**src/hw/rtl/gb5_pkg.sv**
```systemverilog
// gb5_pkg.sv: constants, types and the tap weight table of the 5x5 Gaussian blur stream core.
// It has no dependencies; every other file in hw/rtl uses it through scoped names.
package gb5_pkg;

    // Kernel and image geometry.
    localparam int KSIZE          = 5;
    localparam int HALF           = KSIZE / 2;
    localparam int LINES          = KSIZE - 1;
    localparam int LINE_SEL_W     = $clog2(LINES);
    localparam int MAX_WIDTH      = 1024;
    localparam int COL_W          = $clog2(MAX_WIDTH);
    localparam int MIN_WIDTH_LOG2 = 2;
    localparam int MAX_WIDTH_LOG2 = COL_W;
    localparam int ROW_W          = 11;
    localparam int HEIGHT_CAP     = 1024;
    localparam int COUNT_W        = 20;
    localparam int TOTAL_W        = COUNT_W + 1;

    // Datapath widths.
    localparam int PIX_W       = 8;
    localparam int WGT_W       = 16;
    localparam int PROD_W      = PIX_W + WGT_W;
    localparam int ROWSUM_W    = PROD_W + 3;
    localparam int SUM_W       = PROD_W + 5;
    localparam int RES_W       = 16;
    localparam int ROUND_SHIFT = 8;
    localparam int NUM_WEIGHTS = 6;

    // Output queue.
    localparam int FIFO_DEPTH = 8;
    localparam int FIFO_AW    = $clog2(FIFO_DEPTH);
    localparam int OCC_W      = $clog2(FIFO_DEPTH + 1);

    // Register port.
    localparam int REG_COUNT = 8;
    localparam int REG_IDX_W = $clog2(REG_COUNT);
    localparam int ADDR_W    = $clog2(REG_COUNT * 4);
    localparam int DATA_W    = 32;

    typedef logic [PIX_W-1:0]                        t_pix;
    typedef logic [NUM_WEIGHTS-1:0][WGT_W-1:0]       t_weights;
    typedef logic [KSIZE-1:0][KSIZE-1:0][PIX_W-1:0]  t_win;
    typedef logic [LINES-1:0][PIX_W-1:0]             t_lines;
    typedef logic [2:0]                              t_wsel;
    typedef logic [REG_IDX_W-1:0]                    t_reg_idx;

    // Item as it leaves the input register.
    typedef struct packed {
        logic              valid;
        logic              res;
        logic              last;
        logic              mode;
        t_pix              pixel;
        logic [ROW_W-1:0]  row;
        logic [COL_W-1:0]  col;
    } t_item;

    // Effective frame geometry.
    typedef struct packed {
        logic [COL_W-1:0]  width_m1;
        logic [ROW_W-1:0]  height;
    } t_geom;

    // Control that travels with a window toward the multipliers.
    typedef struct packed {
        logic              valid;
        logic              last;
        logic [KSIZE-1:0]  mask;
    } t_tap_ctl;

    typedef struct packed {
        logic [RES_W-1:0]  blurred;
        logic              last;
    } t_result;

    // Input item kinds.
    localparam logic MODE_PIXEL = 1'b0;
    localparam logic MODE_FLUSH = 1'b1;

    // Weight slots, by squared distance from the center tap.
    localparam t_wsel WSEL_CENTER = 3'd0;
    localparam t_wsel WSEL_D1     = 3'd1;
    localparam t_wsel WSEL_D2     = 3'd2;
    localparam t_wsel WSEL_D4     = 3'd3;
    localparam t_wsel WSEL_D5     = 3'd4;
    localparam t_wsel WSEL_D8     = 3'd5;

    // Weight slot of each tap, [row][column].
    localparam t_wsel TAP_WSEL [KSIZE][KSIZE] = '{
        '{WSEL_D8, WSEL_D5, WSEL_D4,     WSEL_D5, WSEL_D8},
        '{WSEL_D5, WSEL_D2, WSEL_D1,     WSEL_D2, WSEL_D5},
        '{WSEL_D4, WSEL_D1, WSEL_CENTER, WSEL_D1, WSEL_D4},
        '{WSEL_D5, WSEL_D2, WSEL_D1,     WSEL_D2, WSEL_D5},
        '{WSEL_D8, WSEL_D5, WSEL_D4,     WSEL_D5, WSEL_D8}
    };

    // Register indexes.
    localparam t_reg_idx REG_WIDTH_LOG2    = 3'd0;
    localparam t_reg_idx REG_HEIGHT_ROWS   = 3'd1;
    localparam t_reg_idx REG_WEIGHT_CENTER = 3'd2;
    localparam t_reg_idx REG_WEIGHT_D1     = 3'd3;
    localparam t_reg_idx REG_WEIGHT_D2     = 3'd4;
    localparam t_reg_idx REG_WEIGHT_D4     = 3'd5;
    localparam t_reg_idx REG_WEIGHT_D5     = 3'd6;
    localparam t_reg_idx REG_WEIGHT_D8     = 3'd7;

    // Register reset values.
    localparam logic [3:0]       RST_WIDTH_LOG2  = 4'd9;
    localparam logic [ROW_W-1:0] RST_HEIGHT_ROWS = 11'd512;
    localparam t_weights         RST_WEIGHTS     = '{
        16'd194, 16'd872, 16'd1437, 16'd3907, 16'd6443, 16'd10624
    };

endpackage

```
**src/hw/rtl/gb5_window.sv**
```systemverilog
// gb5_window.sv: 5x5 window register with row padding and the column edge mask.
// Depends on gb5_pkg; fed by the input register and gb5_line_buffer.
module gb5_window (
    input  logic              i_clk,
    input  logic              i_rst_n,
    input  gb5_pkg::t_item    i_item,
    input  gb5_pkg::t_lines   i_lines,
    input  gb5_pkg::t_geom    i_geom,
    output gb5_pkg::t_win     o_win,
    output gb5_pkg::t_tap_ctl o_ctl
);

    gb5_pkg::t_win                                   r_win;
    gb5_pkg::t_tap_ctl                               r_ctl;
    gb5_pkg::t_tap_ctl                               n_ctl;
    logic [gb5_pkg::KSIZE-1:0][gb5_pkg::PIX_W-1:0]   w_col;
    logic [gb5_pkg::COL_W-1:0]                       w_center;

    // New column: rows above the frame or below its last row read as zero.
    always_comb begin
        for (int i = 0; i < gb5_pkg::LINES; i++) begin
            w_col[i] = '0;
            if ((i_item.row >= gb5_pkg::ROW_W'(gb5_pkg::LINES - i)) &&
                (({1'b0, i_item.row} + (gb5_pkg::ROW_W + 1)'(i)) <
                 ({1'b0, i_geom.height} + (gb5_pkg::ROW_W + 1)'(gb5_pkg::LINES)))) begin
                w_col[i] = i_lines[gb5_pkg::LINE_SEL_W'(
                    i_item.row[gb5_pkg::LINE_SEL_W-1:0] + gb5_pkg::LINE_SEL_W'(i))];
            end
        end
        w_col[gb5_pkg::KSIZE-1] = (i_item.mode == gb5_pkg::MODE_PIXEL) ? i_item.pixel : '0;
    end

    // Column of the output pixel; it wraps to the previous row near the left edge.
    always_comb begin
        if (i_item.col >= gb5_pkg::COL_W'(gb5_pkg::HALF)) begin
            w_center = i_item.col - gb5_pkg::COL_W'(gb5_pkg::HALF);
        end else begin
            w_center = i_geom.width_m1 + i_item.col - gb5_pkg::COL_W'(gb5_pkg::HALF - 1);
        end
    end

    always_comb begin
        n_ctl.valid = i_item.valid && i_item.res;
        n_ctl.last  = i_item.last;
        for (int j = 0; j < gb5_pkg::KSIZE; j++) begin
            n_ctl.mask[j] =
                (({2'b00, w_center} + (gb5_pkg::COL_W + 2)'(j)) >=
                 (gb5_pkg::COL_W + 2)'(gb5_pkg::HALF)) &&
                (({2'b00, w_center} + (gb5_pkg::COL_W + 2)'(j)) <
                 ({2'b00, i_geom.width_m1} + (gb5_pkg::COL_W + 2)'(gb5_pkg::HALF + 1)));
        end
    end

    always_ff @(posedge i_clk) begin
        if (!i_rst_n) begin
            r_win <= '0;
            r_ctl <= '0;
        end else begin
            r_ctl <= n_ctl;
            if (i_item.valid) begin
                for (int i = 0; i < gb5_pkg::KSIZE; i++) begin
                    r_win[i] <= {w_col[i], r_win[i][gb5_pkg::KSIZE-1:1]};
                end
            end
        end
    end

    assign o_win = r_win;
    assign o_ctl = r_ctl;

endmodule

```
**config.mk**
```make
export PLATFORM = sky130hd
export DESIGN_NAME = gb5_window
export DESIGN_NICKNAME = d
export VERILOG_FILES = /design/src/hw/rtl/gb5_pkg.sv /design/src/hw/rtl/gb5_window.sv
export SDC_FILE = /design/constraint.sdc
export NUM_CORES = 1
export LEC_CHECK = 0
export CORE_MARGIN = 2
export CORE_UTILIZATION = 45
export DETAILED_ROUTE_END_ITERATION = 12
export DONT_BUFFER_PORTS = 1
export GPL_ROUTABILITY_DRIVEN = 0
export GPL_TIMING_DRIVEN = 1
export PLACE_DENSITY = 0.57
export SLEW_MARGIN = 20
export SYNTH_ARGS = -nofsm -noshare
export SYNTH_HDL_FRONTEND = slang
export SYNTH_SLANG_ARGS = --single-unit
```
**constraint.sdc**
```tcl
create_clock -name i_clk -period 5.3 [get_ports i_clk]
set_input_delay 0.795 -clock i_clk [delete_from_list [all_inputs] [get_ports i_clk]]
set_output_delay 0.795 -clock i_clk [all_outputs]
set_load 0.03 [all_outputs]
```
==> impl_results.md, run 1 <==
- Met1 usage: between 20% and 30%
- Critical Path, Cell by Cell: inv_1, ha_1, inv_1, ha_1, fa_1, xor2_1, nor4_1, a31o_2, inv_1, ha_1, nand2_1, nor2_1, buf_4, nand3_1, xnor2_1, ha_1, a21o_1, a21o_1, a21o_1, a21o_1, a21oi_1, o211ai_1, a41oi_1
- Layout area overhead: 7.98%
- GR Util met3: between 6 and 7%
- Unrepaired setup endpoints after global routing: no
- First-pass GRT wire length: between 50 and 60 mm
- Post-synth top cells: dfxtp_1, nor2b_1, mux2i_1
- Num CTS Buffers: 21
- Netlist Area Pre-Place: about 13,000 um2
- WS Path Type: primary input to flip-flop
- Synth cell types: between 60 and 70
- Drt drc: 0
- Arrival time worst endpoint: roughly 5.0 ns
- WL final: ~35 mm
- Sequential area share after synthesis: roughly a third
- Max Clock Freq: 0.217 GHz
- Crit end category: flip-flop
- Most used DFF post-synth: dfxtp_1
- Crit path max-delay family: adder cells
- Flop-to-flop setup slack: 4.33 ns
- Fin crit share: ~87%
- Post_cts resized: 0
- Final-layout fill cell count: around 2,800
- CP max-delay cell: fa_1
- Vias/cell: about 5.5
- Share of the synthesized area in the top cell type: between 30% and 40%
- Final hold vios: 0
- Clock Pin Slew Worst Setup and Hold Paths: 0.06 ns
- Slew at the pin with the worst max-slew slack: 0.939 ns
- Gr busiest metal: met2
- Hold_sp: i_item[30]
- Vias: ~9,500
- Max incr delay on CP: around 0.42 ns
- Post-CTS Setup Inserts: 0
- Global route overflow: 0
- Port buffer count: 0
- Die ar.: just over 30,000 um2
- Io pins: just under 300
- Hold EP: o_ctl[5]$_SDFF_PN0_
- Final min period: between 4 and 5 ns
- Wire length per cell: ~20 um
- Final Slew Violations: 0
- FP Rows: 62
- Type of the tightest min-delay check: primary input to flip-flop
- LEAKAGE: ~6.0 nW
- DRT Pass-1 Iters: 5
- EDFF count, synth: 0
- Tot Pwr: slightly below 4 mW
- Final #Nets: roughly 1,600
- CTS Buffer Depth: 3
- Met2 Use GR: 36.4%
- R2R Path Start: o_win[37]$_SDFFE_PN0P_
- Reg power frac: between 40 and 50%
- Finished Layout Cells: approximately 1,700
- Initial antenna violation count: 0
- Initial DRC count: a little over 600
- Proportion of layout cells with a drive suffix above 1: between 7 and 8%
- Cell-internal power: between 2 and 3 mW
- H-tree levels: 1
- Crit start category: primary input
- Initial Util: a little under half
- Max Clock Skew: between 0.015 and 0.02 ns
- Die Wd: around 170 um
- Ys async rst share: 0%
- Largest cells by area after synthesis: dfxtp_1, ha_1, mux2i_1, nor2b_1, mux4_2
- Clock share of power: ~38%
- R2R Path End: o_win[29]$_SDFFE_PN0P_
- Combinational Power Share: 16.6%
- Core Footprint: ~29,000 um2
- Clk Latency, worst-skew pair: roughly 0.5 ns
- Crit Path Max Fanout: 7
- Run status: completed
- Hold Slack: 0.441 ns
- Hold buffer count at cts: 0
- Synth warn: 0
- Worst Path Required: ~5.7 ns
- Clk root buf: clkbuf_16
- Hold path cells: 1
- Synth Register Bits: a little over 200
- Pin count of the biggest net entering global routing: 179
- Clk sink count: 207
- Sw Ratio: between 20 and 30%
- Peak supply drop: about 190 uV
- Top-count cell post-synth: dfxtp_1
- Placed Instances: 1,695
- Detail Placement HPWL: approximately 26 mm
- Die height: roughly 170 um
- Final setup viols: 0
- All-Layer GR Usage: roughly 22%
- ANT cells: 0
- Cell accounting for the most synthesized area: dfxtp_1
- Max-cap violations: 0
- Setup tns final: 0 ns
- Pwr/cell area: ~280 nW/um2
- CTS tree: built
- Synth Instances: about 1,400
- Number of global-route vias before repair: roughly 9,100
- Pre-CTS setup slack: around 0.25 ns
- P_sw: approximately 1.1 mW
- R2r worst-path depth: 2
- Mapped Nets: 1,583
- Rel. slew slack: a little under two fifths
- Post-route ant nets: 0
- Setup slack after layout: 0.683 ns
- Syn avg cell area: 9.51 um2
- Worst path bufs/invs: 4
worst max-delay path by stage:
stage                    from             endpoint  cells past startpoint
floorplan           i_item[4]  o_ctl[3]$_SDFF_PN0_                     17
global placement    i_item[1]  o_ctl[4]$_SDFF_PN0_                     23
detailed placement  i_item[1]  o_ctl[3]$_SDFF_PN0_                     23
CTS                 i_item[1]  o_ctl[3]$_SDFF_PN0_                     23
global route        i_item[1]  o_ctl[2]$_SDFF_PN0_                     24
finish              i_item[1]  o_ctl[3]$_SDFF_PN0_                     23
worst register-to-register path, cell delays in order (launching register included):
cell     delay, ns
dfxtp_1       0.63
mux2i_1       0.14
nor2b_1       0.12
per-layer routing:
layer	vias to the layer above	routed length, um
met4	0	738
met2	346	15600
met1	4412	14900
li1	4695	-
met3	54	3300
met5	-	0
layout by cell type (no fill, tap or decap), types with 11 or more instances in the layout:
master,count
a21o_1,26
a21oi_1,32
and3_1,12
buf_4,16
clkbuf_16,21
dfxtp_1,207
ha_1,132
inv_1,98
mux2i_1,161
mux4_2,32
nand2_1,72
nand3_1,28
nand4_1,13
nor2_1,34
nor2b_1,181
nor3_1,17
nor4_1,11
o21ai_0,42
xnor2_1,48
xor2_1,29
stage by stage:
| stage | utilization (%) | cell area (um2) |
|---|---|---|
| after floorplan | - | 13000 |
| after global placement | 46.6 | 13300 |
| after detailed placement | 46.6 | 13300 |
| after CTS | 49.0 | 14000 |
| after global routing | 49.0 | 14000 |
| final | 49.0 | 14000 |
cell type report:
class | count | area, um2 | area share, %
repair buffers | 16 | 120 | 0.859
well taps | 384 | 480 | 3.44
flip-flops and latches | 207 | 4140 | 29.6
clock inverters | 7 | 63.8 | 0.456
inverters | 99 | 372 | 2.66
clock buffers | 30 | 629 | 4.50
multi-input cells | 989 | 8180 | 58.5
registers in the layout, summed over array words and instances, names as in the netlist:
signal / flops
o_win: 200
o_ctl: 7
cells by family after synthesis:
| logic type | synth area share, % |
|---|---|
| mux | 18.0 |
| flops | 32.0 |
| buf+inv | 4.90 |
| simple gates | 17.5 |
| xor+xnor | 5.33 |
| compound gates | 9.37 |
| fa+ha+maj | 12.9 |
power groups by stage:
stage	clock (mW)	sequential, mW	combinational (mW)
global placement	0	1.80	0.630
CTS	1.51	1.76	0.640
detailed placement	0	1.80	0.635
finish	1.46	1.76	0.642
floorplan	0	1.76	0.552
global route	1.58	1.77	0.716
No activity file was read; power rests on OpenSTA's default activity.
==> inputs of run 2 (changes only) <==
Settings changed: ABC_AREA from default to 1, CTS_BUF_LIST from default to sky130_fd_sc_hd__clkbuf_4.
==> run 2 against run 1 <==
Hold slack worse by 0.16 ns. Die area shrank 4.2%. Sequential share of layout area is 1.5 points higher. Clock power is 8% lower. Critical path type unchanged. Largest cell class unchanged.
==> impl_results.md, run 2 <==
- Number of flip-flops in the largest register: 200 (unchanged)
- Rel. slew slack: 28.6% (was 37.1%)
- Vias: 11,114 (was 9,507)
- Setup tns final: 0 ns (unchanged)
- CTS Buffer Depth: 3 (unchanged)
- FP Rows: 60 (was 62)
- Max Clock Skew: 0.0516 ns (was 0.0182 ns)
- Adder-Cell Fraction of Synth Area: 13.5% (was 12.9%)
- Post-synth top cells: nand2_1, inv_1, dfxtp_1 (was dfxtp_1, nor2b_1, mux2i_1)
- H-tree levels: 2 (was 1)
- Worst Path Required: 5.84 ns (was 5.72 ns)
- Number of global-route vias before repair: 10,117 (was 9,141)
- Hold buffer count at cts: 0 (unchanged)
- Share of the synthesized area in the top cell type: 33.4% (was 32.0%)
- Synth Area in Compound Gates: 16.1% (was 9.37%)
- Run status: completed (unchanged)
- Layout Utilization: 49.2% (was 49.0%)
- Peak supply drop: 118 uV (was 190 uV)
- Crit start category: primary input (unchanged)
- Layout area overhead: 7.25% (was 7.98%)
- Initial DRC count: 954 (was 620)
- Max Clock Freq: 0.270 GHz (was 0.217 GHz)
- Max-cap violations: 0 (unchanged)
- Clk Latency, worst-skew pair: 0.67 ns (was 0.50 ns)
- Netlist Area Pre-Place: 12,400 um2 (was 13,000 um2)
- Synth Register Bits: 207 (unchanged)
- Type of the tightest min-delay check: primary input to flip-flop (unchanged)
- Vias/cell: 5.34 (was 5.49)
- Synth Instances: 1,715 (was 1,362)
- Post_cts resized: 0 (unchanged)
- Most used DFF post-synth: dfxtp_1 (unchanged)
- Most frequent cells in the layout: nand2_1, inv_1, dfxtp_1 (was dfxtp_1, nor2b_1, mux2i_1)
- Drt drc: 0 (unchanged)
- Final #Nets: 1,928 (was 1,555)
- Top-count cell post-synth: nand2_1 (was dfxtp_1)
- Synth warn: 0 (unchanged)
- Placed cell area: 12,600 um2 (was 13,300 um2)
- Initial antenna violation count: 1 (was 0)
- Ys async rst share: 0% (unchanged)
- Slew at the pin with the worst max-slew slack: 1.07 ns (was 0.939 ns)
- Unrepaired setup endpoints after global routing: no (unchanged)
- Final setup viols: 0 (unchanged)
- Sequential area share after synthesis: 33.4% (was 32.0%)
- Port buffer count: 0 (unchanged)
- Post-CTS Setup Inserts: 0 (unchanged)
- Clk sink count: 207 (unchanged)
- EDFF count, synth: 0 (unchanged)
- Finished Layout Cells: 2,083 (was 1,732)
- Die height: 170 um (was 174 um)
- Post-Synth XOR/XNOR Area: 3.43% (was 5.33%)
- Commonest non-fill, non-tap cell in the layout: nand2_1 (was dfxtp_1)
- Combinational family with the most area after synthesis: simple AND/OR/NAND/NOR gates (was multiplexers)
- Die Wd: 170 um (was 174 um)
- R2r worst-path depth: 2 (unchanged)
- Synth Area in Simple Gates: 22.0% (was 17.5%)
- Clk root buf: clkbuf_4 (was clkbuf_16)
- Mapped Nets: 1,936 (was 1,583)
- Syn avg cell area: 7.23 um2 (was 9.51 um2)
- Final min period: 3.70 ns (was 4.62 ns)
- Pwr/cell area: 281 nW/um2 (was 276 nW/um2)
- Fin crit share: 69.9% (was 87.1%)
- CTS tree: built (unchanged)
- Wire length per cell: 17.7 um (was 20.0 um)
- Io pins: 295 (unchanged)
- DRT Pass-1 Iters: 5 (unchanged)
- Pin count of the biggest net entering global routing: 108 (was 179)
- First-pass GRT wire length: 55.9 mm (was 53.7 mm)
- Arrival time worst endpoint: 4.24 ns (was 5.03 ns)
- Clock Pin Slew Worst Setup and Hold Paths: 0.06 ns (about the same)
- Mux contribution to synthesized area: 0% (was 18.0%)
- Initial Util: 45.9% (was 45.4%)
- Proportion of layout cells with a drive suffix above 1: 8.27% (was 7.12%)
- Cell accounting for the most synthesized area: dfxtp_1 (unchanged)
- Largest cells by area after synthesis: dfxtp_1, ha_1, nand2_1, inv_1, o21ai_0 (was dfxtp_1, ha_1, mux2i_1, nor2b_1, mux4_2)
- Placed Instances: 1,995 (was 1,695)
- Detail Placement HPWL: 28.3 mm (was 26.2 mm)
- Num CTS Buffers: 51 (was 21)
- WS Path Type: primary input to flip-flop (unchanged)
- LEAKAGE: 5.89 nW (was 6.00 nW)
- Global route overflow: 0 (unchanged)
- Hold path cells: 2 (was 1)
- Post-route ant nets: 0 (unchanged)
- Synth cell types: 47 (was 62)
- Core Footprint: 27,000 um2 (was 28,500 um2)
- WL final: 37.0 mm (was 34.6 mm)
- Final Instance Area: 13,300 um2 (was 14,000 um2)
- Crit end category: flip-flop (unchanged)
- All-Layer GR Usage: 24.4% (was 22.1%)
- Final hold vios: 0 (unchanged)
- Final Slew Violations: 0 (unchanged)
- Crit Path Max Fanout: 7 (unchanged)
- Die ar.: 28,900 um2 (was 30,200 um2)
==> run 2: cell count changes in the layout (fill, tap and decap cells not counted), moves of 93 or more <==
cell     delta
nand2_1   +274
nor2b_1   -181
mux2i_1   -161
o22ai_1   +102
inv_1     +201
o21ai_0    +93
==> run 2: cell families after synthesis <==
family,after synthesis
flops,207
simple gates,609
fa+ha+maj,133
compound gates,344
buf+inv,376
xor+xnor,46
==> run 2: area by class of cell <==
| class | instances | area (um2) |
|---|---|---|
| inverters | 310 | 1170 |
| fillers | 2768 | 13700 |
| clock buffers | 73 | 548 |
| diodes | 1 | 2.50 |
| multi-input cells | 1132 | 6850 |
| repair buffers | 5 | 37.5 |
| clock inverters | 14 | 118 |
| flip-flops and latches | 207 | 4140 |
| well taps | 341 | 427 |
==> run 2: worst paths after layout <==
path | start | slack (ns) | to
max reg2reg | o_win[116]$_SDFFE_PN0P_ | 4.26 | o_win[108]$_SDFFE_PN0P_
min | i_item[32] | 0.28 | o_win[111]$_SDFFE_PN0P_
min reg2reg | o_win[91]$_SDFFE_PN0P_ | 0.60 | o_win[83]$_SDFFE_PN0P_
max | i_item[1] | 1.60 | o_ctl[3]$_SDFF_PN0_
==> run 2: per-stage QoR <==
| stage | hold slack [ns] | worst slack [ns] | power, mW |
|---|---|---|---|
| final | 0.282 | 1.60 | 3.74 |
| after global routing | 0.239 | 1.31 | 3.97 |
| after CTS | 0.221 | 1.72 | 3.79 |
| after detailed placement | 0.619 | 1.06 | 2.42 |
| after global placement | 0.612 | 1.12 | 2.41 |
| after floorplan | 0.592 | 1.38 | 2.26 |
==> run 2: critical path, stage by stage <==
cell,delay [ns]
inv_2,0.05
ha_1,0.28
inv_1,0.04
ha_1,0.21
fa_1,0.50
nand2_1,0.06
nand2_1,0.25
ha_1,0.35
inv_1,0.09
nor2_1,0.12
inv_1,0.09
nor2_1,0.19
nand2_1,0.07
nand2_1,0.08
inv_1,0.05
ha_1,0.26
nand2_1,0.08
o21ai_0,0.09
a21oi_1,0.13
o21bai_1,0.08
a211oi_1,0.20
nand2_1,0.08
nor2_1,0.09
==> run 2: power breakdown <==
group / switching [mW] / internal (mW) / total [mW] / leakage [nW]
clock network: 0.620 / 0.731 / 1.35 / 0.392
logic: 0.441 / 0.225 / 0.666 / 3.82
registers: 0.127 / 1.60 / 1.72 / 1.68
total: 1.19 / 2.55 / 3.74 / 5.89
==> run 2: per-layer routing <==
layer | vias to the layer above | wire, um | global-route usage (%)
met3 | 46 | 2770 | 5.47
met4 | 0 | 639 | 7.17
li1 | 5642 | - | -
met1 | 5078 | 16100 | 31.4
met5 | - | 0 | 0
met2 | 348 | 17400 | 40.7
