File: src/hw/rtl/gb5_pkg.sv
// gb5_pkg.sv: constants, types and the tap weight table of the 5x5 Gaussian blur stream core.
// It has no dependencies; every other file in hw/rtl uses it through scoped names.
package gb5_pkg;

    // Kernel and image geometry.
    localparam int KSIZE          = 5;
    localparam int HALF           = KSIZE / 2;
    localparam int LINES          = KSIZE - 1;
    localparam int LINE_SEL_W     = $clog2(LINES);
    localparam int MAX_WIDTH      = 1024;
    localparam int COL_W          = $clog2(MAX_WIDTH);
    localparam int MIN_WIDTH_LOG2 = 2;
    localparam int MAX_WIDTH_LOG2 = COL_W;
    localparam int ROW_W          = 11;
    localparam int HEIGHT_CAP     = 1024;
    localparam int COUNT_W        = 20;
    localparam int TOTAL_W        = COUNT_W + 1;

    // Datapath widths.
    localparam int PIX_W       = 8;
    localparam int WGT_W       = 16;
    localparam int PROD_W      = PIX_W + WGT_W;
    localparam int ROWSUM_W    = PROD_W + 3;
    localparam int SUM_W       = PROD_W + 5;
    localparam int RES_W       = 16;
    localparam int ROUND_SHIFT = 8;
    localparam int NUM_WEIGHTS = 6;

    // Output queue.
    localparam int FIFO_DEPTH = 8;
    localparam int FIFO_AW    = $clog2(FIFO_DEPTH);
    localparam int OCC_W      = $clog2(FIFO_DEPTH + 1);

    // Register port.
    localparam int REG_COUNT = 8;
    localparam int REG_IDX_W = $clog2(REG_COUNT);
    localparam int ADDR_W    = $clog2(REG_COUNT * 4);
    localparam int DATA_W    = 32;

    typedef logic [PIX_W-1:0]                        t_pix;
    typedef logic [NUM_WEIGHTS-1:0][WGT_W-1:0]       t_weights;
    typedef logic [KSIZE-1:0][KSIZE-1:0][PIX_W-1:0]  t_win;
    typedef logic [LINES-1:0][PIX_W-1:0]             t_lines;
    typedef logic [2:0]                              t_wsel;
    typedef logic [REG_IDX_W-1:0]                    t_reg_idx;

    // Item as it leaves the input register.
    typedef struct packed {
        logic              valid;
        logic              res;
        logic              last;
        logic              mode;
        t_pix              pixel;
        logic [ROW_W-1:0]  row;
        logic [COL_W-1:0]  col;
    } t_item;

    // Effective frame geometry.
    typedef struct packed {
        logic [COL_W-1:0]  width_m1;
        logic [ROW_W-1:0]  height;
    } t_geom;

    // Control that travels with a window toward the multipliers.
    typedef struct packed {
        logic              valid;
        logic              last;
        logic [KSIZE-1:0]  mask;
    } t_tap_ctl;

    typedef struct packed {
        logic [RES_W-1:0]  blurred;
        logic              last;
    } t_result;

    // Input item kinds.
    localparam logic MODE_PIXEL = 1'b0;
    localparam logic MODE_FLUSH = 1'b1;

    // Weight slots, by squared distance from the center tap.
    localparam t_wsel WSEL_CENTER = 3'd0;
    localparam t_wsel WSEL_D1     = 3'd1;
    localparam t_wsel WSEL_D2     = 3'd2;
    localparam t_wsel WSEL_D4     = 3'd3;
    localparam t_wsel WSEL_D5     = 3'd4;
    localparam t_wsel WSEL_D8     = 3'd5;

    // Weight slot of each tap, [row][column].
    localparam t_wsel TAP_WSEL [KSIZE][KSIZE] = '{
        '{WSEL_D8, WSEL_D5, WSEL_D4,     WSEL_D5, WSEL_D8},
        '{WSEL_D5, WSEL_D2, WSEL_D1,     WSEL_D2, WSEL_D5},
        '{WSEL_D4, WSEL_D1, WSEL_CENTER, WSEL_D1, WSEL_D4},
        '{WSEL_D5, WSEL_D2, WSEL_D1,     WSEL_D2, WSEL_D5},
        '{WSEL_D8, WSEL_D5, WSEL_D4,     WSEL_D5, WSEL_D8}
    };

    // Register indexes.
    localparam t_reg_idx REG_WIDTH_LOG2    = 3'd0;
    localparam t_reg_idx REG_HEIGHT_ROWS   = 3'd1;
    localparam t_reg_idx REG_WEIGHT_CENTER = 3'd2;
    localparam t_reg_idx REG_WEIGHT_D1     = 3'd3;
    localparam t_reg_idx REG_WEIGHT_D2     = 3'd4;
    localparam t_reg_idx REG_WEIGHT_D4     = 3'd5;
    localparam t_reg_idx REG_WEIGHT_D5     = 3'd6;
    localparam t_reg_idx REG_WEIGHT_D8     = 3'd7;

    // Register reset values.
    localparam logic [3:0]       RST_WIDTH_LOG2  = 4'd9;
    localparam logic [ROW_W-1:0] RST_HEIGHT_ROWS = 11'd512;
    localparam t_weights         RST_WEIGHTS     = '{
        16'd194, 16'd872, 16'd1437, 16'd3907, 16'd6443, 16'd10624
    };

endpackage

File: src/hw/rtl/gb5_out_fifo.sv
// gb5_out_fifo.sv: small result queue that decouples the datapath from the receiver.
// Depends on gb5_pkg for the depth and the result type.
module gb5_out_fifo (
    input  logic             i_clk,
    input  logic             i_rst_n,
    input  logic             i_wr,
    input  gb5_pkg::t_result i_wdata,
    input  logic             i_rd,
    output logic             o_valid,
    output gb5_pkg::t_result o_rdata
);

    gb5_pkg::t_result             r_mem [gb5_pkg::FIFO_DEPTH];
    logic [gb5_pkg::FIFO_AW-1:0]  r_wp, r_rp;
    logic [gb5_pkg::OCC_W-1:0]    r_cnt;

    always_ff @(posedge i_clk) begin
        if (!i_rst_n) begin
            r_wp  <= '0;
            r_rp  <= '0;
            r_cnt <= '0;
        end else begin
            if (i_wr) begin
                r_wp <= r_wp + gb5_pkg::FIFO_AW'(1);
            end
            if (i_rd) begin
                r_rp <= r_rp + gb5_pkg::FIFO_AW'(1);
            end
            if (i_wr && !i_rd) begin
                r_cnt <= r_cnt + gb5_pkg::OCC_W'(1);
            end else if (!i_wr && i_rd) begin
                r_cnt <= r_cnt - gb5_pkg::OCC_W'(1);
            end
        end
    end

    always_ff @(posedge i_clk) begin
        if (i_wr) begin
            r_mem[r_wp] <= i_wdata;
        end
    end

    assign o_valid = (r_cnt != '0);
    assign o_rdata = r_mem[r_rp];

endmodule
File: config.mk
export PLATFORM = sky130hd
export DESIGN_NAME = gb5_out_fifo
export DESIGN_NICKNAME = d
export VERILOG_FILES = /design/src/hw/rtl/gb5_pkg.sv /design/src/hw/rtl/gb5_out_fifo.sv
export SDC_FILE = /design/constraint.sdc
export NUM_CORES = 1
export LEC_CHECK = 0
export BUFFER_PORTS_ARGS = -buffer_cell sky130_fd_sc_hd__buf_2
export CAP_MARGIN = 40
export CORE_MARGIN = 3
export CORE_UTILIZATION = 40
export DETAILED_ROUTE_END_ITERATION = 16
export PLACE_DENSITY_LB_ADDON = 0.15
export SETUP_SLACK_MARGIN = 0.02
export SYNTH_ARGS = -nofsm -noshare
export SYNTH_HDL_FRONTEND = slang
export SYNTH_SLANG_ARGS = --single-unit
export TNS_END_PERCENT = 1
File: constraint.sdc
create_clock -name i_clk -period 4.2 [get_ports i_clk]
set_clock_uncertainty 0.15 [all_clocks]
set_input_delay 0.84 -clock i_clk [delete_from_list [all_inputs] [get_ports i_clk]]
set_output_delay 0.84 -clock i_clk [all_outputs]
set_load 0.005 [all_outputs]
==> metrics.txt, run 1 <==
WL final=~11 mm; Post-CTS Hold Fix Bufs=0; max_cap viols=0; DRC=0; type of origin of the critical path=flop; Initial DRC Count=173; peak supply drop=roughly 270 uV; remaining global-route overflow=0; Fill cells=~1200; top-count cell post-synth=edfxtp_1; CP endpoint kind=primary output; Max FO, Critical Path=18; status=finished, final reports clean; RD Place Congestion=0.709; Hold Path Sink=r_cnt[3]$_SDFFE_PN0P_; critical path depth=4; hold path startpoint=r_cnt[3]$_SDFFE_PN0P_; final setup fails=0; Root Driver=clkbuf_16; core area=14100 um2; routed len/inst=between 20 and 25 um; Tot GR Track Use=0.145; worst skew pair latency=approximately 0.41 ns; initial antenna violation count=1; Hold Path Stages=2; Worst-Margin Slew=~0.7 ns; leading area contributor after synthesis=edfxtp_1; std cell rows=43; total power=between 3 and 4 mW; static leakage=between 2 and 2.5 nW; Via Count=between 2000 and 3000; nets=about 350; commonest cells in the netlist=edfxtp_1 (136), mux4_1 (24), mux2_2 (17); Required @ worst endpoint=approximately 3.2 ns; worst hold slack=0.317 ns; number of post-CTS setup repair buffers=0; chip width=127 um; setup TNS=0 ns; slowest library cell on the worst path=dfxtp_2; ys flop type=edfxtp_1; Cell Pwr Density=516 nW/um2; H-tree Lvls=4; Final period util=0.799; crit-path leading delay family=multiplexers; worst path bufs/invs=2; Inserted Diodes=0; Post-Syn Nets=about 290; cells on worst reg2reg path=3; critical path type=flop to primary output; P&R area growth vs syn=18.3%; top cell type's share of synthesized area=0.700; RSZ-0062 raised after global routing=no; post-synthesis cell type count=27; CP Data Arrival Time=between 2 and 2.5 ns; synth top area cells=edfxtp_1 (70%), mux4_1 (11%), dfxtp_1 (4.5%), mux4_2 (3.9%), mux2_2 (3.3%); Yosys reg bits=~150; largest net degree at the start of global routing=35; Reg2Reg Setup Slack=between 2 and 2.5 ns; Worst slew margin=0.530; Reg-to-Reg End=r_mem[5][15]$_DFFE_PP_; Mapped Avg Cell Area=roughly 22 um2; first-pass GRT wire length=between 15 and 20 mm; post-CTS sizing=0; Seq/Total Area, Yosys=0.745; number of global-route vias before repair=approximately 2900; CP cell instances=buf_12, mux4_1, mux2_2, buf_2; clk sinks=approximately 150; share of cells above drive strength 1=0.314; CTS Buf Count=17; reg-to-reg startpoint=r_wp[0]$_SDFFE_PN0P_; DP HPWL=about 6.4 mm; Initial Utilization=0.414; Clock transition at path regs=approximately 0.05 ns; Synth Instances=~270; pins over their slew limit=0; drt via density=about 5.2; drt first pass iters=4; class of the worst hold path=flop to flop; die area=between 15000 and 20000 um2; Hold Fails Final Rpt=0; Post-synth ARST share=0; Max Buffers Root-to-Sink=2; slowest stage delay, CP=about 0.7 ns; Post-synth EDFFs=136; Max Freq=just under 300 MHz; min Tclk post-route=3.36 ns; Die Y=~130 um; Port-buffer cells=38; CTS tree=built; I/O pin count=39; Yosys Warn Count=0; ANT nets after route=0; synthesized cell area=a little under 6000 um2
-- cells by family after synthesis --
group / Yosys count / synth area share
buf+inv: 14 / 0.0146
fa+ha+maj: 6 / 0.0142
flops: 149 / 0.745
mux: 55 / 0.186
xor+xnor: 6 / 0.00901
compound gates: 4 / 0.00407
simple gates: 31 / 0.0272
-- per-stage QoR --
stage / setup WS [ns] / instances / area [um2] / util
global placement: 1.24 / 482 / 6280 / 0.445
finish: 0.844 / 514 / 6900 / 0.490
floorplan: 1.50 / 265 / 5830 / -
global route: 0.702 / 514 / 6900 / 0.490
CTS: 0.777 / 514 / 6900 / 0.490
detailed placement: 1.23 / 482 / 6280 / 0.445
-- worst max-delay path by stage --
stage	slack, ns	from	to
2_1_floorplan	1.50	i_wr	r_mem[0][0]$_DFFE_PP_
3_3_place_gp	1.24	flop	o_rdata[3]
3_5_place_dp	1.23	flop	o_rdata[3]
4_1_cts	0.78	flop	o_rdata[3]
5_1_grt	0.70	flop	o_rdata[3]
6_report	0.84	flop	o_rdata[15]
-- metal layers --
metal | track usage | routed length [um] | vias up
li1 | - | - | 1213
met1 | 0.194 | 4830 | 1393
met2 | 0.224 | 5130 | 53
met3 | 0.0446 | 478 | 12
met4 | 0.0587 | 148 | 2
met5 | 0 | 13 | -
-- layout make-up --
cell class,count,area (um2),area share
clock buffer,21,440,0.0638
clock inverter,11,181,0.0263
inverter,2,7.51,0.00109
multi-input combinational,102,1420,0.205
sequential,149,4350,0.630
tap,180,225,0.0326
timing repair buffer,49,285,0.0413
-- cell usage in the layout, fill, tap and decap left out, types with 2 or more instances in the layout --
cell type / Yosys / routed
and2_1: 7 / 7
buf_2: 0 / 38
buf_4: 0 / 10
bufinv_16: 0 / 5
clkbuf_1: 5 / 4
clkbuf_16: 0 / 17
clkinv_1: 0 / 2
clkinv_2: 0 / 3
dfxtp_1: 13 / 12
edfxtp_1: 136 / 136
ha_1: 5 / 5
inv_1: 2 / 2
mux2_2: 17 / 17
mux2i_1: 4 / 4
mux4_1: 24 / 24
mux4_2: 10 / 10
nand2_1: 6 / 6
nand2b_1: 4 / 4
nor2_1: 7 / 7
nor2b_1: 3 / 3
nor3_2: 0 / 2
xnor2_1: 4 / 4
xor2_1: 2 / 2
-- power by group --
| group | internal, mW | switching, mW | total [mW] |
|---|---|---|---|
| Clock | 1.05 | 0.549 | 1.60 |
| Sequential | 1.67 | 0.0287 | 1.70 |
| Combinational | 0.143 | 0.123 | 0.266 |
| Total | 2.86 | 0.700 | 3.56 |
-- flip-flops by register name, summed over array words and instances (netlist names), named ones only --
name	count
r_cnt	4
r_mem	136
r_wp	3
r_rp	3
-- worst min-delay path: stages (launching register included) --
cell and delay [ns]:
dfxtp_1 0.31, nand2_1 0.05, mux2i_1 0.06
(Power assumes the default switching activity.)
==> run 2: changes to the inputs <==
==> constraint.sdc (replaced) <==
create_clock -name i_clk -period 3.2 [get_ports i_clk]
set_clock_uncertainty 0.15 [all_clocks]
set_input_delay 0.64 -clock i_clk [delete_from_list [all_inputs] [get_ports i_clk]]
set_output_delay 0.64 -clock i_clk [all_outputs]
set_load 0.005 [all_outputs]
==> run 2 against run 1 <==
Compared with the run above: non-clock buffer count grew 8; wire length shrank 0.93%; utilization shrank 0.35 points; global-route usage shrank 0.30 points; clock power grew 11%; count of clock-buffer cells in the layout shrank 1; die area is the same; design area shrank 0.73%; via count grew 2.5%; final cell count grew 1.6%; combinational power grew 38%; sequential cell count is the same; critical path type unchanged; largest power group unchanged.
==> metrics.txt, run 2 (same netlist as run 1, synthesis figures left out) <==
status=finished, final reports clean; ANT nets after route=0; Worst-Margin Slew=between 0.6 and 0.7 ns; most frequent cells in the layout=edfxtp_1 (136), buf_2 (38), mux4_1 (24); Largest Register=r_mem; Final period util=0.895; core area=~14000 um2; Worst slew margin=0.557; Initial DRC Count=between 150 and 200; peak supply drop=between 400 and 500 uV; class of the worst hold path=flop to flop; std cell rows=43; setup TNS=0 ns; pins over their slew limit=0; worst path bufs/invs=2; Hold Fails Final Rpt=0; Inserted Diodes=0; Clock transition at path regs=~0.05 ns; H-tree Lvls=4; type of origin of the critical path=flop; CP Data Arrival Time=2.07 ns; number of post-CTS setup repair buffers=0; Root Driver=clkbuf_16; crit-path leading delay family=multiplexers; WL final=10.5 mm; CP endpoint kind=primary output; largest net degree at the start of global routing=19; Max Buffers Root-to-Sink=2; min Tclk post-route=around 2.9 ns; CP cell instances=buf_4, mux4_1, mux2_2, buf_2; Regs by FF count=r_mem: 136 flops, r_cnt: 4 flops; initial antenna violation count=1; clk sinks=149; final worst setup slack=approximately 0.34 ns; RD Place Congestion=around 0.71; die area=16100 um2; critical path type=flop to primary output; DP HPWL=6.45 mm; worst hold slack=about 0.32 ns; Largest register FFs=136; CTS Buf Count=17; P&R area growth vs syn=17.4%; I/O pin count=39; first-pass GRT wire length=between 15 and 20 mm; DRC=0; slowest stage delay, CP=approximately 0.6 ns; nets=between 300 and 400; Die Y=about 130 um; drt via density=5.25; Tot GR Track Use=0.142; most common cell after layout, fill and taps aside=edfxtp_1; remaining global-route overflow=0; routed len/inst=around 20 um; final setup fails=0; chip width=between 100 and 150 um; Post-CTS Hold Fix Bufs=0; Required @ worst endpoint=2.41 ns; RSZ-0062 raised after global routing=no; CTS tree=built; Port-buffer cells=38; max_cap viols=0; drt first pass iters=4; share of cells above drive strength 1=0.330; pre-CTS setup slack=around 0.75 ns; post-CTS sizing=0; slowest library cell on the worst path=mux4_1; Via Count=2740; Max Freq=around 350 MHz; Initial Utilization=0.414; Inst Count DP=490; final cell count without fillers=about 520; worst skew pair latency=between 0.4 and 0.5 ns; number of global-route vias before repair=between 2000 and 3000; Max FO, Critical Path=18; Cell Pwr Density=between 600 and 700 nW/um2; static leakage=between 2 and 2.5 nW
## run 2: cell types whose count changed in the layout (fill, tap and decap cells not counted)
cell / previous run / this run
clkinv_1: 2 / 3
clkinv_2: 3 / 6
bufinv_16: 5 / 1
buf_12: 1 / 0
clkinv_4: 1 / 0
inv_6: 0 / 1
buf_4: 10 / 19
clkbuf_1: 4 / 3
clkinvlp_4: 0 / 1
## run 2: per-layer routing
layer,track usage,part of all wire,up-vias
li1,-,-,1230
met2,0.224,0.50,62
met4,0.0435,0.0064,2
met5,0,0.0012,-
met1,0.186,0.45,1438
met3,0.0526,0.049,8
## run 2: power by group
part / internal (mW) / leakage (nW) / switching, mW
Clock: 1.05 / 0.260 / 0.713
Combinational: 0.191 / 0.748 / 0.175
Sequential: 2.19 / 1.34 / 0.0274
Total: 3.43 / 2.35 / 0.916
## run 2: through the flow
step | power, mW | cell area, um2 | util
floorplan | 2.49 | 5830 | -
global placement | 2.62 | 6330 | 0.449
detailed placement | 2.63 | 6330 | 0.449
CTS | 4.40 | 6850 | 0.486
global route | 4.54 | 6850 | 0.486
finish | 4.35 | 6850 | 0.486
## run 2: worst reg2reg max path, stage by stage, from the launching register on
cell and delay, ns:
dfxtp_1 0.33, nand2b_1 0.20, nor3_2 0.53, buf_4 0.31
## run 2: final timing paths
path,cells after the start,start,slack [ns],to
worst max-delay path,4,flop,0.34,o_rdata[6]
worst min-delay path,2,r_cnt[3]$_SDFFE_PN0P_,0.32,r_cnt[3]$_SDFFE_PN0P_
worst max register to register,3,r_wp[2]$_SDFFE_PN0P_,1.39,r_mem[0][9]$_DFFE_PP_
worst min register to register,2,r_cnt[3]$_SDFFE_PN0P_,0.32,r_cnt[3]$_SDFFE_PN0P_
## run 2: cell type report
cell class                      count  area [um2]
Clock buffer                       20         437
Clock inverter                     12        87.6
Fill cell                        1179        7250
Inverter                            2        7.51
Multi-Input combinational cell    102        1420
Sequential cell                   149        4350
Tap cell                          180         225
Timing Repair Buffer               57         333
==> run 3: changes to the inputs <==
--- a/config.mk
+++ b/config.mk
@@ -10,6 +10,7 @@
 export CORE_MARGIN = 3
 export CORE_UTILIZATION = 40
 export DETAILED_ROUTE_END_ITERATION = 16
+export MAX_ROUTING_LAYER = met4
 export PLACE_DENSITY_LB_ADDON = 0.15
 export SETUP_SLACK_MARGIN = 0.02
 export SYNTH_ARGS = -nofsm -noshare
==> run 3 against run 2 <==
Compared with the run above: critical path depth unchanged; combinational power about the same; worst setup slack better by 0.011 ns; fmax grew 0.37%; sequential share of layout area is essentially flat; clock power about the same; via count shrank 1.2%; global-route usage rose by 0.40 points; critical endpoint unchanged.
==> metrics.txt, run 3 (same netlist as run 1, synthesis figures left out) <==
first-pass GRT wire length=16.5 mm; WL final=between 10 and 15 mm; ANT nets after route=0; Max Buffers Root-to-Sink=2; Reg-to-Reg End=r_mem[0][9]$_DFFE_PP_; Worst slew margin=0.539; status=finished, final reports clean; worst path bufs/invs=2; hold path startpoint=r_cnt[3]$_SDFFE_PN0P_; most common cell after layout, fill and taps aside=edfxtp_1; WL met1=4.73 mm; share of cells above drive strength 1=0.330; P&R area growth vs syn=17.5%; Reg2Reg Setup Slack=~1.4 ns; Cell Pwr Density=around 630 nW/um2; worst skew pair latency=approximately 0.41 ns; drt first pass iters=4; final worst setup slack=between 0.3 and 0.4 ns; fin area=~6900 um2; Root Driver=clkbuf_16; min Tclk post-route=about 2.9 ns; max_cap viols=0; Port-buffer cells=38; met2 WL=between 5 and 6 mm; die area=16100 um2; RSZ-0062 raised after global routing=no; pins over their slew limit=0; Tot GR Track Use=0.146; Clock transition at path regs=around 0.050 ns; Placed Area=about 6300 um2; crit-path leading delay family=multiplexers; final setup fails=0; setup TNS=0 ns; CP Data Arrival Time=~2 ns; Largest register FFs=approximately 140; Required @ worst endpoint=2.41 ns; class of the worst hold path=flop to flop; number of post-CTS setup repair buffers=0; Largest Register=r_mem; number of global-route vias before repair=between 2000 and 3000; routed len/inst=20.0 um; Initial Utilization=0.414; CP cell instances=buf_4, mux4_1, mux2_2, buf_2; RD Place Congestion=slightly above 0.7; Hold Path Stages=2; uppermost layer routed=met4; peak supply drop=457 uV; drt via density=roughly 5.2; critical path type=flop to primary output; Hold Fails Final Rpt=0; Max Freq=between 300 and 400 MHz; std cell rows=43; chip width=approximately 130 um; static leakage=2.35 nW; largest net degree at the start of global routing=19; post-CTS sizing=0; Initial DRC Count=160; slowest stage delay, CP=approximately 0.6 ns; nets=approximately 360; clk sinks=about 150; H-tree Lvls=4; Worst-Margin Slew=0.688 ns; CP endpoint kind=primary output; Hold Path Sink=r_cnt[3]$_SDFFE_PN0P_; slowest library cell on the worst path=mux4_1; Final period util=0.892; type of origin of the critical path=flop; most frequent cells in the layout=edfxtp_1 (136), buf_2 (38), mux4_1 (24); reg-to-reg startpoint=r_wp[2]$_SDFFE_PN0P_; CTS tree=built; initial antenna violation count=1; DRC=0; cells on worst reg2reg path=3; Max FO, Critical Path=18; Via Count=2706; remaining global-route overflow=0; core area=~14000 um2; I/O pin count=39; Die Y=between 100 and 150 um; Post-CTS Hold Fix Bufs=0; CTS Buf Count=17; Regs by FF count=r_mem: 136 flops, r_cnt: 4 flops; WL met3=roughly 430 um; DP HPWL=roughly 6.4 mm; pre-CTS setup slack=0.747 ns
-- run 3: cell types whose count changed in the layout (fill, tap and decap cells not counted) --
cell     previous run  this run
diode_2             0         1
-- run 3: final cells by class --
class,count,area (um2)
diodes,1,2.50
clock buffers,20,437
clock inverters,12,87.6
fillers,1178,7240
inverters,2,7.51
multi-input cells,102,1420
flip-flops and latches,149,4350
well taps,180,225
repair buffers,57,333
-- run 3: worst register-to-register path, delay by kind of cell (launching register included) --
| kind | cells | cell delay, ns |
|---|---|---|
| flip-flops | 1 | 0.33 |
| buffers and inverters | 1 | 0.31 |
| AND/OR/NAND/NOR | 2 | 0.75 |
-- run 3: worst max path at each step --
stage          start                     to  slack (ns)  cells past startpoint
2_1_floorplan   i_wr  r_mem[0][0]$_DFFE_PP_        0.70                      2
3_3_place_gp    flop             o_rdata[4]        0.76                      4
3_5_place_dp    flop             o_rdata[6]        0.75                      4
6_report        flop             o_rdata[6]        0.35                      4
5_1_grt         flop            o_rdata[13]        0.24                      4
4_1_cts         flop            o_rdata[12]        0.30                      4
-- run 3: power by group --
group | switching [mW] | internal (mW) | total, mW
Clock | 0.715 | 1.05 | 1.77
Combinational | 0.175 | 0.191 | 0.365
Sequential | 0.0270 | 2.19 | 2.22
Total | 0.917 | 3.43 | 4.35
-- run 3: through the flow --
stage	hold WS (ns)	util	total power [mW]	std cells
floorplan	0.290	-	2.49	265
global placement	0.309	0.449	2.62	490
detailed placement	0.319	0.449	2.63	490
CTS	0.326	0.486	4.40	522
global route	0.340	0.486	4.54	523
finish	0.319	0.486	4.35	523
-- run 3: routing by layer --
layer | up-vias | GRT usage
li1 | 1232 | -
met1 | 1413 | 0.187
met2 | 51 | 0.224
met3 | 10 | 0.0467
met4 | 0 | 0.0492
met5 | - | -
